[src/rtl/core/hddc_pkg.sv]
// ----------------------------------------------------------------------------
// hddc_pkg
// Shared types, codes and helpers of the heading and distance drive controller.
// ----------------------------------------------------------------------------
package hddc_pkg;

   localparam int CSR_INDEX_BITS = 3;
   localparam int CSR_DATA_BITS  = 16;

   localparam logic [CSR_INDEX_BITS-1:0] CSR_HEADING_GAIN = 3'd0;
   localparam logic [CSR_INDEX_BITS-1:0] CSR_RATE_GAIN    = 3'd1;
   localparam logic [CSR_INDEX_BITS-1:0] CSR_DEADBAND     = 3'd2;
   localparam logic [CSR_INDEX_BITS-1:0] CSR_FAR_WINDOW   = 3'd3;
   localparam logic [CSR_INDEX_BITS-1:0] CSR_NEAR_WINDOW  = 3'd4;
   localparam logic [CSR_INDEX_BITS-1:0] CSR_CREEP_SPEED  = 3'd5;
   localparam logic [CSR_INDEX_BITS-1:0] CSR_SETTLE_TICKS = 3'd6;

   typedef enum logic [1:0] {
      KIND_TICK     = 2'd0,
      KIND_SPEED    = 2'd1,
      KIND_DISTANCE = 2'd2,
      KIND_ENCODER  = 2'd3
   } kind_type;

   // One registered input item; heading and rate are already scaled.
   typedef struct packed {
      kind_type           kind;
      logic [8:0]         heading;    // wrapped to 0..359
      logic signed [11:0] rate_dps;   // yaw rate in deg/s
      logic signed [9:0]  angle;
      logic               relative;
      logic signed [15:0] speed;
      logic signed [23:0] distance;
      logic               wheel;
      logic               phase_a;
      logic               phase_b;
   } item_type;

   typedef struct packed {
      logic [8:0] err;        // target minus heading, 0..359
      logic       in_band;    // inside the deadband
      logic       left_leads; // left wheel gets the positive turn drive
      logic [7:0] turn;       // turn drive magnitude, clamped to 0..255
   } turn_type;

   typedef struct packed {
      logic step;
      logic wheel;
      logic phase_a;
      logic phase_b;
      logic clear;
   } odom_cmd_type;

   function automatic logic signed [7:0] sat_drive(input logic signed [9:0] v);
      logic signed [7:0] r;
      if (v > 10'sd100) begin
         r = 8'sd100;
      end else if (v < -10'sd100) begin
         r = -8'sd100;
      end else begin
         r = v[7:0];
      end
      return r;
   endfunction

endpackage

[src/rtl/core/hddc_front.sv]
// ----------------------------------------------------------------------------
// hddc_front
// Input register: captures one transfer, wraps heading and scales yaw rate.
// ----------------------------------------------------------------------------
module hddc_front (
   input  logic                clock,
   input  logic                reset,
   input  logic                req_valid,
   output logic                req_ready,
   input  logic [1:0]          req_kind,
   input  logic signed [8:0]   req_heading_deg,
   input  logic signed [15:0]  req_gyro_rate_raw,
   input  logic signed [9:0]   req_angle_arg,
   input  logic                req_relative_flag,
   input  logic signed [15:0]  req_speed_arg,
   input  logic signed [23:0]  req_distance_arg,
   input  logic                req_wheel_select,
   input  logic                req_phase_a,
   input  logic                req_phase_b,
   input  logic                advance,
   output logic                item_valid,
   output hddc_pkg::item_type  item
);
   import hddc_pkg::*;

   logic               valid_ff;
   item_type           item_ff;
   item_type           item_in;
   logic [10:0]        head_sum;
   logic signed [26:0] rate_prod;
   logic signed [26:0] rate_adj;

   // deg/s = raw * 2000 / 32768, truncated toward zero
   always_comb begin
      head_sum  = 11'd360 + 11'(req_heading_deg);
      rate_prod = 27'(req_gyro_rate_raw) * 27'sd2000;
      rate_adj  = rate_prod + (rate_prod[26] ? 27'sd32767 : 27'sd0);

      item_in.kind     = kind_type'(req_kind);
      item_in.heading  = (head_sum >= 11'd360) ? 9'(head_sum - 11'd360) : head_sum[8:0];
      item_in.rate_dps = rate_adj[26:15];
      item_in.angle    = req_angle_arg;
      item_in.relative = req_relative_flag;
      item_in.speed    = req_speed_arg;
      item_in.distance = req_distance_arg;
      item_in.wheel    = req_wheel_select;
      item_in.phase_a  = req_phase_a;
      item_in.phase_b  = req_phase_b;
   end

   assign req_ready  = !valid_ff || advance;
   assign item_valid = valid_ff;
   assign item       = item_ff;

   always_ff @(posedge clock) begin
      if (reset) begin
         valid_ff <= 1'b0;
      end else if (req_ready) begin
         valid_ff <= req_valid;
      end
      if (req_valid && req_ready) begin
         item_ff <= item_in;
      end
   end

endmodule

[src/rtl/core/hddc_turn.sv]
// ----------------------------------------------------------------------------
// hddc_turn
// PD turn law: wrapped heading error, deadband test and turn drive magnitude.
// ----------------------------------------------------------------------------
module hddc_turn (
   input  logic [8:0]          target_heading,
   input  logic [8:0]          heading,
   input  logic signed [11:0]  rate_dps,
   input  logic [7:0]          heading_gain,
   input  logic [7:0]          rate_gain,
   input  logic [6:0]          deadband_deg,
   output hddc_pkg::turn_type  turn
);
   import hddc_pkg::*;

   logic [9:0]         diff;
   logic [8:0]         err;
   logic               right_side;
   logic [7:0]         mag;
   logic [15:0]        err_term;
   logic signed [19:0] rate_term;
   logic signed [21:0] drive;

   always_comb begin
      diff       = {1'b0, target_heading} - {1'b0, heading} + 10'd360;
      err        = (diff >= 10'd360) ? 9'(diff - 10'd360) : diff[8:0];
      right_side = err < 9'd180;
      mag        = right_side ? err[7:0] : 8'(9'd360 - err);
      err_term   = mag * heading_gain;
      rate_term  = $signed({1'b0, rate_gain}) * rate_dps;
      // damping opposes the turn direction
      drive      = $signed({6'b0, err_term})
                 + (right_side ? -22'(rate_term) : 22'(rate_term)) + 22'sd10;

      turn.err        = err;
      turn.in_band    = (err < {2'b0, deadband_deg}) ||
                        (err > (9'd360 - {2'b0, deadband_deg}));
      turn.left_leads = !right_side;
      if (turn.in_band || drive[21]) begin
         turn.turn = 8'd0;
      end else if (drive > 22'sd255) begin
         turn.turn = 8'd255;
      end else begin
         turn.turn = drive[7:0];
      end
   end

endmodule

[src/rtl/core/hddc_odom.sv]
// ----------------------------------------------------------------------------
// hddc_odom
// Quadrature odometry: per-wheel phase memory and wrapping up/down counts.
// ----------------------------------------------------------------------------
module hddc_odom #(
   parameter int COUNT_BITS = 24
) (
   input  logic                       clock,
   input  logic                       reset,
   input  hddc_pkg::odom_cmd_type     cmd,
   output logic signed [COUNT_BITS:0] count_sum
);
   import hddc_pkg::*;

   logic signed [COUNT_BITS-1:0] count_ff [2];
   logic [1:0]                   phase_ff;

   assign count_sum = (COUNT_BITS+1)'(count_ff[0]) + (COUNT_BITS+1)'(count_ff[1]);

   always_ff @(posedge clock) begin
      if (reset) begin
         count_ff[0] <= '0;
         count_ff[1] <= '0;
         phase_ff    <= '0;
      end else if (cmd.clear) begin
         count_ff[0] <= '0;
         count_ff[1] <= '0;
      end else if (cmd.step && (phase_ff[cmd.wheel] != cmd.phase_a)) begin
         // matching phases count up, differing phases count down
         count_ff[cmd.wheel] <= count_ff[cmd.wheel] +
            ((cmd.phase_a == cmd.phase_b) ? COUNT_BITS'(1) : {COUNT_BITS{1'b1}});
         phase_ff[cmd.wheel] <= cmd.phase_a;
      end
   end

endmodule

[src/rtl/core/heading_distance_drive_controller.sv]
// ----------------------------------------------------------------------------
// heading_distance_drive_controller
// Differential-drive heading (PD) and distance controller with odometry.
//
// Items arrive on the req_ channel (valid/ready); req_kind selects a control
// tick, a speed command, a distance command or an encoder edge. Only a tick
// produces a result on the rsp_ channel: both wheel drives, the busy flags
// and the wrapped heading error. The user must write registers on the csr_
// port only while the block is idle; the block itself does not enforce it.
// A tick's result passes the input register, then the result register, and
// is presented on rsp_; a stalled result register can hold it in between.
// Throughput: one item per cycle while no tick waits on a stalled result
// register, set by the single register-to-register pass of the turn law and
// distance logic. A new item is taken while a result still waits; only a tick
// that meets a full, stalled result register holds the input stage, and then
// req_ready drops until rsp_ready returns.
// Reset clears headings, speed, distance mode, wheel counts, hold counters
// and both channels, and loads the register reset values; no clearing
// pass follows.
// ----------------------------------------------------------------------------
module heading_distance_drive_controller #(
   parameter int COUNT_BITS = 24
) (
   input  logic                                  clock,
   input  logic                                  reset,
   // input items
   input  logic                                  req_valid,
   output logic                                  req_ready,
   input  logic [1:0]                            req_kind,
   input  logic signed [8:0]                     req_heading_deg,
   input  logic signed [15:0]                    req_gyro_rate_raw,
   input  logic signed [9:0]                     req_angle_arg,
   input  logic                                  req_relative_flag,
   input  logic signed [15:0]                    req_speed_arg,
   input  logic signed [23:0]                    req_distance_arg,
   input  logic                                  req_wheel_select,
   input  logic                                  req_phase_a,
   input  logic                                  req_phase_b,
   // results
   output logic                                  rsp_valid,
   input  logic                                  rsp_ready,
   output logic signed [7:0]                     rsp_left_drive,
   output logic signed [7:0]                     rsp_right_drive,
   output logic                                  rsp_turning_busy,
   output logic                                  rsp_distance_busy,
   output logic [8:0]                            rsp_heading_error,
   // register writes
   input  logic                                  csr_we,
   input  logic [hddc_pkg::CSR_INDEX_BITS-1:0]   csr_index,
   input  logic [hddc_pkg::CSR_DATA_BITS-1:0]    csr_wdata
);
   import hddc_pkg::*;

   // remaining distance needs room for the target and the sum of two counts
   localparam int RemBits = ((COUNT_BITS > 24) ? COUNT_BITS : 24) + 2;

   // configuration registers
   logic [7:0]  heading_gain_ff, rate_gain_ff, settle_ticks_ff;
   logic [6:0]  deadband_ff, creep_speed_ff;
   logic [15:0] far_window_ff, near_window_ff;

   // controller state
   logic [8:0]         target_heading_ff, target_heading_in;
   logic [8:0]         last_heading_ff, last_heading_in;
   logic signed [7:0]  speed_ff, speed_in;
   logic signed [23:0] dist_target_ff, dist_target_in;
   logic [7:0]         turn_hold_ff, turn_hold_in;
   logic [7:0]         settle_hold_ff, settle_hold_in;

   // result register
   logic               rsp_valid_ff, rsp_valid_in;
   logic signed [7:0]  left_ff, left_in, right_ff, right_in;
   logic               turning_ff, turning_in, dist_busy_ff, dist_busy_in;
   logic [8:0]         err_ff;

   // datapath
   item_type                item;
   logic                    item_valid;
   logic                    advance;
   logic                    is_tick;
   turn_type                turn;
   odom_cmd_type            odom_cmd;
   logic signed [COUNT_BITS:0] count_sum;
   logic signed [11:0]      tgt_sum;
   logic [11:0]             tgt_a, tgt_b, tgt_c;
   logic [24:0]             dist_abs;
   logic signed [RemBits-1:0] rem, far_s, near_s;
   logic                    rem_pos, beyond_far, beyond_near;
   logic signed [7:0]       fwd;
   logic signed [9:0]       turn_s;

   hddc_front u_front (
      .clock             (clock),
      .reset             (reset),
      .req_valid         (req_valid),
      .req_ready         (req_ready),
      .req_kind          (req_kind),
      .req_heading_deg   (req_heading_deg),
      .req_gyro_rate_raw (req_gyro_rate_raw),
      .req_angle_arg     (req_angle_arg),
      .req_relative_flag (req_relative_flag),
      .req_speed_arg     (req_speed_arg),
      .req_distance_arg  (req_distance_arg),
      .req_wheel_select  (req_wheel_select),
      .req_phase_a       (req_phase_a),
      .req_phase_b       (req_phase_b),
      .advance           (advance),
      .item_valid        (item_valid),
      .item              (item)
   );

   hddc_turn u_turn (
      .target_heading (target_heading_ff),
      .heading        (item.heading),
      .rate_dps       (item.rate_dps),
      .heading_gain   (heading_gain_ff),
      .rate_gain      (rate_gain_ff),
      .deadband_deg   (deadband_ff),
      .turn           (turn)
   );

   hddc_odom #(
      .COUNT_BITS (COUNT_BITS)
   ) u_odom (
      .clock     (clock),
      .reset     (reset),
      .cmd       (odom_cmd),
      .count_sum (count_sum)
   );

   // A tick needs a free result slot; other kinds pass straight through.
   assign is_tick = item.kind == KIND_TICK;
   assign advance = item_valid && (!is_tick || !rsp_valid_ff || rsp_ready);

   // Target heading: sum lies in 208..1590, fold it into 0..359.
   always_comb begin
      tgt_sum = 12'(item.angle) + 12'sd720 +
                (item.relative ? $signed({3'b0, last_heading_ff}) : 12'sd0);
      tgt_a   = tgt_sum;
      tgt_b   = (tgt_a >= 12'd1440) ? tgt_a - 12'd1440 : tgt_a;
      tgt_c   = (tgt_b >= 12'd720)  ? tgt_b - 12'd720  : tgt_b;
      tgt_c   = (tgt_c >= 12'd360)  ? tgt_c - 12'd360  : tgt_c;
   end

   // Remaining distance and window tests; the far window wins.
   always_comb begin
      dist_abs    = item.distance[23] ? -25'(item.distance) : 25'(item.distance);
      rem         = RemBits'(dist_target_ff) - RemBits'(count_sum);
      far_s       = $signed({{(RemBits-16){1'b0}}, far_window_ff});
      near_s      = $signed({{(RemBits-16){1'b0}}, near_window_ff});
      rem_pos     = !rem[RemBits-1] && (rem != '0);
      beyond_far  = (rem > far_s) || (rem < -far_s);
      beyond_near = (rem > near_s) || (rem < -near_s);
   end

   always_comb begin
      target_heading_in = target_heading_ff;
      last_heading_in   = last_heading_ff;
      speed_in          = speed_ff;
      dist_target_in    = dist_target_ff;
      turn_hold_in      = turn_hold_ff;
      settle_hold_in    = settle_hold_ff;
      odom_cmd          = '0;
      odom_cmd.wheel    = item.wheel;
      odom_cmd.phase_a  = item.phase_a;
      odom_cmd.phase_b  = item.phase_b;
      fwd               = speed_ff;
      turn_s            = $signed({2'b0, turn.turn});
      left_in           = 8'sd0;
      right_in          = 8'sd0;
      turning_in        = 1'b0;
      dist_busy_in      = 1'b0;
      rsp_valid_in      = rsp_valid_ff && !rsp_ready;

      if (advance) begin
         case (item.kind)
            KIND_SPEED: begin
               target_heading_in = tgt_c[8:0];
               if (item.speed > 16'sd100) begin
                  speed_in = 8'sd100;
               end else if (item.speed < -16'sd100) begin
                  speed_in = -8'sd100;
               end else begin
                  speed_in = item.speed[7:0];
               end
            end
            KIND_DISTANCE: begin
               target_heading_in = tgt_c[8:0];
               speed_in          = (dist_abs > 25'd40) ? 8'sd40 : $signed(dist_abs[7:0]);
               dist_target_in    = item.distance;
               settle_hold_in    = settle_ticks_ff;
               odom_cmd.clear    = 1'b1;
            end
            KIND_ENCODER: begin
               odom_cmd.step = 1'b1;
            end
            KIND_TICK: begin
               last_heading_in = item.heading;
               if (turn.in_band) begin
                  if (turn_hold_ff != 8'd0) begin
                     turn_hold_in = turn_hold_ff - 8'd1;
                  end
               end else begin
                  turn_hold_in = settle_ticks_ff;
               end

               if (dist_target_ff != 24'sd0) begin
                  if (beyond_far) begin
                     fwd            = rem_pos ? speed_ff : -speed_ff;
                     settle_hold_in = settle_ticks_ff;
                  end else if (beyond_near) begin
                     fwd            = rem_pos ? $signed({1'b0, creep_speed_ff})
                                              : -$signed({1'b0, creep_speed_ff});
                     settle_hold_in = settle_ticks_ff;
                  end else begin
                     fwd = 8'sd0;
                     if (settle_hold_ff != 8'd0) begin
                        settle_hold_in = settle_hold_ff - 8'd1;
                     end else begin
                        // settled: drop distance mode
                        dist_target_in = 24'sd0;
                        speed_in       = 8'sd0;
                        odom_cmd.clear = 1'b1;
                     end
                  end
               end

               // apply the turn drive opposite on the two wheels
               if (turn.left_leads) begin
                  left_in  = sat_drive(10'(fwd) + turn_s);
                  right_in = sat_drive(10'(fwd) - turn_s);
               end else begin
                  left_in  = sat_drive(10'(fwd) - turn_s);
                  right_in = sat_drive(10'(fwd) + turn_s);
               end
               turning_in   = turn_hold_in != 8'd0;
               dist_busy_in = dist_target_in != 24'sd0;
               rsp_valid_in = 1'b1;
            end
            default: begin
            end
         endcase
      end
   end

   always_ff @(posedge clock) begin
      if (reset) begin
         heading_gain_ff   <= 8'd2;
         rate_gain_ff      <= 8'd1;
         deadband_ff       <= 7'd5;
         far_window_ff     <= 16'd160;
         near_window_ff    <= 16'd16;
         creep_speed_ff    <= 7'd15;
         settle_ticks_ff   <= 8'd100;
         target_heading_ff <= '0;
         last_heading_ff   <= '0;
         speed_ff          <= '0;
         dist_target_ff    <= '0;
         turn_hold_ff      <= '0;
         settle_hold_ff    <= '0;
         rsp_valid_ff      <= 1'b0;
      end else begin
         if (csr_we) begin
            case (csr_index)
               CSR_HEADING_GAIN: heading_gain_ff <= csr_wdata[7:0];
               CSR_RATE_GAIN:    rate_gain_ff    <= csr_wdata[7:0];
               CSR_DEADBAND:     deadband_ff     <= csr_wdata[6:0];
               CSR_FAR_WINDOW:   far_window_ff   <= csr_wdata;
               CSR_NEAR_WINDOW:  near_window_ff  <= csr_wdata;
               CSR_CREEP_SPEED:  creep_speed_ff  <= csr_wdata[6:0];
               CSR_SETTLE_TICKS: settle_ticks_ff <= csr_wdata[7:0];
               default: begin
               end
            endcase
         end
         target_heading_ff <= target_heading_in;
         last_heading_ff   <= last_heading_in;
         speed_ff          <= speed_in;
         dist_target_ff    <= dist_target_in;
         turn_hold_ff      <= turn_hold_in;
         settle_hold_ff    <= settle_hold_in;
         rsp_valid_ff      <= rsp_valid_in;
      end
      // load the result payload only on a tick that advances
      if (advance && is_tick) begin
         left_ff      <= left_in;
         right_ff     <= right_in;
         turning_ff   <= turning_in;
         dist_busy_ff <= dist_busy_in;
         err_ff       <= turn.err;
      end
   end

   assign rsp_valid         = rsp_valid_ff;
   assign rsp_left_drive    = left_ff;
   assign rsp_right_drive   = right_ff;
   assign rsp_turning_busy  = turning_ff;
   assign rsp_distance_busy = dist_busy_ff;
   assign rsp_heading_error = err_ff;

`ifndef SYNTH
   // a waiting result is never overwritten by the next tick
   a_no_overwrite: assert property (@(posedge clock) disable iff (reset)
      (rsp_valid_ff && !rsp_ready) |-> !(advance && is_tick))
      else $error("tick advanced into a stalled result register");

   // wrapped error stays below a full turn
   a_err_range: assert property (@(posedge clock) disable iff (reset)
      rsp_valid_ff |-> (rsp_heading_error < 9'd360))
      else $error("heading error out of range");

   // both wheel drives are saturated
   a_drive_range: assert property (@(posedge clock) disable iff (reset)
      rsp_valid_ff |-> (rsp_left_drive >= -8'sd100 && rsp_left_drive <= 8'sd100 &&
                        rsp_right_drive >= -8'sd100 && rsp_right_drive <= 8'sd100))
      else $error("wheel drive out of range");

   // speed setpoint stays clamped
   a_speed_range: assert property (@(posedge clock) disable iff (reset)
      (speed_ff >= -8'sd100) && (speed_ff <= 8'sd100))
      else $error("speed setpoint out of range");
`endif

endmodule

[config.mk]
export PLATFORM = sky130hd
export DESIGN_NAME = heading_distance_drive_controller
export DESIGN_NICKNAME = d
export VERILOG_FILES = /design/src/rtl/core/hddc_pkg.sv /design/src/rtl/core/hddc_front.sv /design/src/rtl/core/hddc_turn.sv /design/src/rtl/core/hddc_odom.sv /design/src/rtl/core/heading_distance_drive_controller.sv
export SDC_FILE = /design/constraint.sdc
export NUM_CORES = 2
export LEC_CHECK = 0
export BUFFER_PORTS_ARGS = -buffer_cell sky130_fd_sc_hd__buf_2
export CORE_MARGIN = 2
export CORE_UTILIZATION = 58
export DETAILED_ROUTE_END_ITERATION = 12
export GPL_TIMING_DRIVEN = 0
export PLACE_DENSITY_LB_ADDON = 0.25
export SETUP_SLACK_MARGIN = 0.3
export SYNTH_ARGS = -nofsm -noshare
export SYNTH_HDL_FRONTEND = slang
export SYNTH_SLANG_ARGS = --single-unit
[constraint.sdc]
create_clock -name clock -period 13.1 [get_ports clock]
set_clock_uncertainty 0.05 [all_clocks]
set_input_delay 1.31 -clock clock [delete_from_list [all_inputs] [get_ports clock]]
set_output_delay 1.31 -clock clock [all_outputs]
set_load 0.02 [all_outputs]
==> summary.log <==
INFO  status         result_of_the_run=finished, final reports clean
INFO  timing         maxClockFrequency=0.0767GHz
INFO  synth          avgSynthCellArea=8.67µm²
INFO  finish         area.sequential=0.00739mm²
INFO  worst_setup_path crit_family=compound AO/OA/AOI/OAI gates
INFO  routing        route.antenna.remaining_nets=0
INFO  pwr            p_int=0.00498W
INFO  clock_network  cts_tree=built
INFO  global_routing grt_start_max_net_pins=25
INFO  clock_network  cts_htree_levels=2
INFO  finish         design.final.nets=4614
INFO  synth          yosys_most_used_dff=sky130_fd_sc_hd__edfxtp_1
INFO  worst_setup_path crit_path_max_fanout=6
INFO  synth          synth_edf_count=152
INFO  routing        routed_wl=84.0mm
INFO  worst_setup_path worstReg2RegStart=u_front.item[67]$_DFFE_PP_
INFO  worst_setup_path slowest_delay=0.54ns
INFO  synth          async_reset_ff_share=0%
INFO  global_routing global_route_usage_sum=28.9%
INFO  placement      detailedPlacementHpwl=64.1mm
INFO  worst_setup_path setup.reg_to_reg.worst_slack=0.06ns
INFO  pwr            power_leakage=16.1nW
INFO  worst_setup_path worst-path-stages=63
INFO  routing        detail_route.first_pass.iterations=6
INFO  synth          synthCells=3662
INFO  routing        num_vias=27500
INFO  floorplan      boundaryPins=134
INFO  pwr            p_sw=0.00506W
INFO  floorplan      die_h=238µm
INFO  hold_path      worst_hold_path_type=reg2reg
INFO  worst_setup_path required_time_worst_endpoint=13.37ns
INFO  synth          synth_top_cells_by_area=sky130_fd_sc_hd__ha_1 16%, sky130_fd_sc_hd__edfxtp_1 14%, sky130_fd_sc_hd__fa_1 13%
INFO  worst_setup_path worstPathArrival=13.31ns
INFO  synth          yosysWarnings=0
INFO  finish         multi_input_area=0.0238mm²
INFO  synth          synth.yosys.seq_area_share=23.3%
INFO  synth          synth.largest_area_cell=sky130_fd_sc_hd__ha_1
INFO  worst_setup_path timing.critical_path.slowest_stage_cell=sky130_fd_sc_hd__fa_1
INFO  clock_network  clock_sink_count=293
INFO  timing         finalHoldViolCount=0
INFO  worst_setup_path worst_setup_ep_type=flop
INFO  placement      place.detailed.instances=4493
INFO  run            drv.max_cap_violation_count=0
INFO  worst_setup_path crit_start_category=flop
INFO  floorplan      start_util=58.8%
INFO  routing        route.detailed.drc=0
INFO  clock_network  clk-insertion-delay-late=0.59ns
INFO  timing         slew_viol_final=0
INFO  pwr            max-vdd-ir-drop=0.386mV
INFO  finish         final_layout_size_suffix_gt1_share=13.0%
INFO  pwr            switching_share=50.4%
INFO  floorplan      total_die_area=0.0566mm²
INFO  worst_setup_path worst-r2r-cell-count=63
INFO  clock_network  cts_root_buffer=sky130_fd_sc_hd__clkbuf_16
INFO  synth          synth_cell_types=98
INFO  finish         fillers=4242
INFO  placement      gpl.final_weighted_congestion=0.967
INFO  clock_network  worst_setup_hold_path_clk_slew=0.06ns
INFO  routing        drt_iter0_drc=2238
INFO  clock_network  cts.path.max_buffers=3
INFO  global_routing grt_antenna_before_repair=1
INFO  routing        detail_route.vias_per_cell=5.93
INFO  synth          netlist.area_leader.share=15.6%
INFO  synth          post_synthesis_net_count=4364
INFO  worst_setup_path timing.critical_path.buf_inv=11
INFO  global_routing first_global_vias=26000
INFO  pwr            clock_power_share=10.3%
INFO  timing         post_route_fraction_of_the_period_consumed_by_the_critical_path=99.5%
INFO  floorplan      core_area=0.0540mm²
INFO  finish         flow.area_growth_from_synthesis=15.0%
INFO  timing         timing_worst_slew_pin_value=1.33ns
INFO  global_routing grt_first_pass_wirelength=133mm
INFO  finish         finish.cell_count_without_fillers=4637
INFO  floorplan      core.rowCount=85
INFO  pwr            seq_power_share=11.5%
INFO  synth          synthesis_stage_register_bit_count=293
INFO  placement      pre_cts_slack=-2.39ns
INFO  floorplan      die-width=238µm
INFO  timing         holdWs=0.405ns
INFO  worst_setup_path startpoint=u_front.item[67]$_DFFE_PP_
INFO  pwr            pwr_density_cell=275mW/mm²
INFO  global_routing globalRouteOverflowTotal=0
INFO  worst_setup_path r2r-end=rsp_right_drive[1]$_SDFFCE_PN0P_
INFO  pwr            comb_power_share=78.3%
INFO  placement      number_of_buffers_added_on_ports=130
INFO  timing         period_minus_slack=13.04ns
INFO  routing        wire_per_inst=18.1µm
INFO  worst_setup_path critPathMostFrequentCell=sky130_fd_sc_hd__inv_2
INFO  worst_setup_path worst-setup-path-type=reg2reg
INFO  timing         final-setup-viol-count=0
INFO  timing         worst_setup_margin=0.0635ns
INFO  worst_setup_path setup.worst_path.end=rsp_right_drive[1]$_SDFFCE_PN0P_
INFO  clock_network  post_cts_hold_buffer_count=0
INFO  timing         slew-limit-headroom=10.4%
INFO  clock_network  cts_buffers=36
INFO  timing         unrepaired_setup_endpoints_after_global_routing=yes
INFO  synth          mappedNetlistArea=0.0318mm²
power groups by stage:
stage | clock [W] | sequential [W] | combinational, W
after global placement | 0 | 0.00117 | 0.00584
after global routing | 0.00107 | 0.00116 | 0.00852
after detailed placement | 0 | 0.00117 | 0.00594
after CTS | 0.00104 | 0.00115 | 0.00689
final | 0.00103 | 0.00115 | 0.00786
after floorplan | 0 | 0.00114 | 0.00460
area by class of cell:
| type | count | area share [%] |
|---|---|---|
| multi-input combinational | 2897 | 65.1 |
| sequential | 293 | 20.2 |
| inverter | 384 | 3.95 |
| timing repair buffer | 212 | 3.86 |
| clock buffer | 44 | 2.78 |
| tap | 696 | 2.38 |
| buffer | 88 | 1.12 |
| clock inverter | 22 | 0.582 |
| antenna | 1 | 0.00685 |
cell families after synthesis:
group	Yosys count	synth area share, %
compound gates	844	17.3
flops	293	23.3
fa+ha+maj	597	28.3
buf+inv	472	5.64
simple gates	1201	18.3
mux	33	1.09
xor+xnor	222	6.12
routing by layer:
| metal | track usage [%] | vias up | wire length, µm |
|---|---|---|---|
| met4 | 8.05 | 0 | 2340 |
| li1 | - | 13400 | - |
| met1 | 40.2 | 13100 | 37900 |
| met5 | 0 | - | 0 |
| met3 | 3.99 | 177 | 5430 |
| met2 | 47.2 | 895 | 38400 |
state kept, by name, indices dropped and copies added, names as in the netlist, 8 cells and up, named ones only:
register / count
rsp_right_drive: 8
target_heading_ff: 9
settle_ticks_ff: 8
rate_gain_ff: 8
near_window_ff: 16
dist_target_ff: 24
rsp_left_drive: 8
u_odom.count_ff: 48
far_window_ff: 16
heading_gain_ff: 8
turn_hold_ff: 8
rsp_heading_error: 9
u_front.item: 77
speed_ff: 8
settle_hold_ff: 8
last_heading_ff: 9
cell usage in the layout, fill, tap and decap left out, types with 12 or more instances in the layout:
cell and instances:
sky130_fd_sc_hd__ha_1 379, sky130_fd_sc_hd__o31ai_1 13, sky130_fd_sc_hd__a211oi_1 28, sky130_fd_sc_hd__xnor2_1 139, sky130_fd_sc_hd__clkbuf_16 39, sky130_fd_sc_hd__nor4_1 33
sky130_fd_sc_hd__nor3_1 78, sky130_fd_sc_hd__nor2b_1 44, sky130_fd_sc_hd__a21oi_1 235, sky130_fd_sc_hd__a21o_1 65, sky130_fd_sc_hd__dfxtp_1 141, sky130_fd_sc_hd__and3_1 20
sky130_fd_sc_hd__nand4_1 34, sky130_fd_sc_hd__edfxtp_1 152, sky130_fd_sc_hd__a31oi_1 16, sky130_fd_sc_hd__nand2b_1 31, sky130_fd_sc_hd__nand3_1 69, sky130_fd_sc_hd__o22ai_1 12
sky130_fd_sc_hd__buf_4 68, sky130_fd_sc_hd__and2_1 112, sky130_fd_sc_hd__o211ai_1 21, sky130_fd_sc_hd__clkbuf_1 70, sky130_fd_sc_hd__a21oi_2 20, sky130_fd_sc_hd__fa_1 193
sky130_fd_sc_hd__o21ai_0 157, sky130_fd_sc_hd__o21bai_1 27, sky130_fd_sc_hd__nor2_1 279, sky130_fd_sc_hd__nand2_1 367, sky130_fd_sc_hd__a22o_1 30, sky130_fd_sc_hd__xor2_1 56
sky130_fd_sc_hd__or3_1 28, sky130_fd_sc_hd__ha_4 17, sky130_fd_sc_hd__inv_2 14, sky130_fd_sc_hd__o21a_1 42, sky130_fd_sc_hd__or2_2 16, sky130_fd_sc_hd__inv_1 369
sky130_fd_sc_hd__mux2i_1 22, sky130_fd_sc_hd__buf_2 137
worst min-delay path by stage:
stage | from | endpoint | slack, ns | cells past startpoint
after global placement | last_heading_ff[2]$_SDFFE_PP0P_ | last_heading_ff[2]$_SDFFE_PP0P_ | 0.40 | 2
after detailed placement | near_window_ff[15]$_SDFFE_PP0P_ | near_window_ff[15]$_SDFFE_PP0P_ | 0.40 | 2
after CTS | near_window_ff[15]$_SDFFE_PP0P_ | near_window_ff[15]$_SDFFE_PP0P_ | 0.41 | 2
final | near_window_ff[15]$_SDFFE_PP0P_ | near_window_ff[15]$_SDFFE_PP0P_ | 0.41 | 2
after global routing | near_window_ff[15]$_SDFFE_PP0P_ | near_window_ff[15]$_SDFFE_PP0P_ | 0.43 | 2
after floorplan | last_heading_ff[0]$_SDFFE_PP0P_ | last_heading_ff[0]$_SDFFE_PP0P_ | 0.38 | 2
stage by stage:
stage                     cell area (µm²)  TNS, ns  utilization, %  total power (W)
after global routing                36500    -4.72            67.6           0.0108
final                               36500        0            67.6           0.0100
after CTS                           35800        0            66.3          0.00908
after floorplan                     31800        0               -          0.00574
after global placement              33300   -34.29            61.7          0.00701
after detailed placement            33500   -34.44            62.0          0.00711
Yosys cell counts, types with 12 or more instances:
cell type	instances
sky130_fd_sc_hd__ha_1	397
sky130_fd_sc_hd__inv_1	383
sky130_fd_sc_hd__nand2_1	373
sky130_fd_sc_hd__nor2_1	291
sky130_fd_sc_hd__a21oi_1	254
sky130_fd_sc_hd__fa_1	200
sky130_fd_sc_hd__o21ai_0	169
sky130_fd_sc_hd__xnor2_1	158
sky130_fd_sc_hd__edfxtp_1	152
sky130_fd_sc_hd__dfxtp_1	141
sky130_fd_sc_hd__and2_1	115
sky130_fd_sc_hd__nor3_1	81
sky130_fd_sc_hd__clkbuf_1	74
sky130_fd_sc_hd__nand3_1	71
sky130_fd_sc_hd__a21o_1	68
sky130_fd_sc_hd__xor2_1	64
sky130_fd_sc_hd__nor2b_1	44
sky130_fd_sc_hd__o21a_1	44
sky130_fd_sc_hd__nor4_1	35
sky130_fd_sc_hd__nand4_1	34
sky130_fd_sc_hd__nand2b_1	32
sky130_fd_sc_hd__a211oi_1	30
sky130_fd_sc_hd__a22o_1	30
sky130_fd_sc_hd__o21bai_1	30
sky130_fd_sc_hd__or3_1	28
sky130_fd_sc_hd__mux2i_1	23
sky130_fd_sc_hd__o211ai_1	21
sky130_fd_sc_hd__and3_1	20
sky130_fd_sc_hd__a31oi_1	19
sky130_fd_sc_hd__or2_2	18
sky130_fd_sc_hd__o31ai_1	16
sky130_fd_sc_hd__o22ai_1	13
sky130_fd_sc_hd__a311oi_1	12
worst reg2reg max path: cells and delay by family (launching register included):
family                   cells  cell delay, ns
AO/OA/AOI/OAI               27            4.79
XOR/XNOR                     4            0.85
adder cells (fa/ha/maj)     11            3.93
buffers and inverters       11            1.27
flip-flops                   1            0.44
AND/OR/NAND/NOR             10            1.47
repair_timing:
action,CTS,global route
gates resized for setup,148,93
pin swaps,84,85
setup buffers,48,29
setup endpoints to repair,16,16
Note: power is estimated with default switching activity, not from simulation.
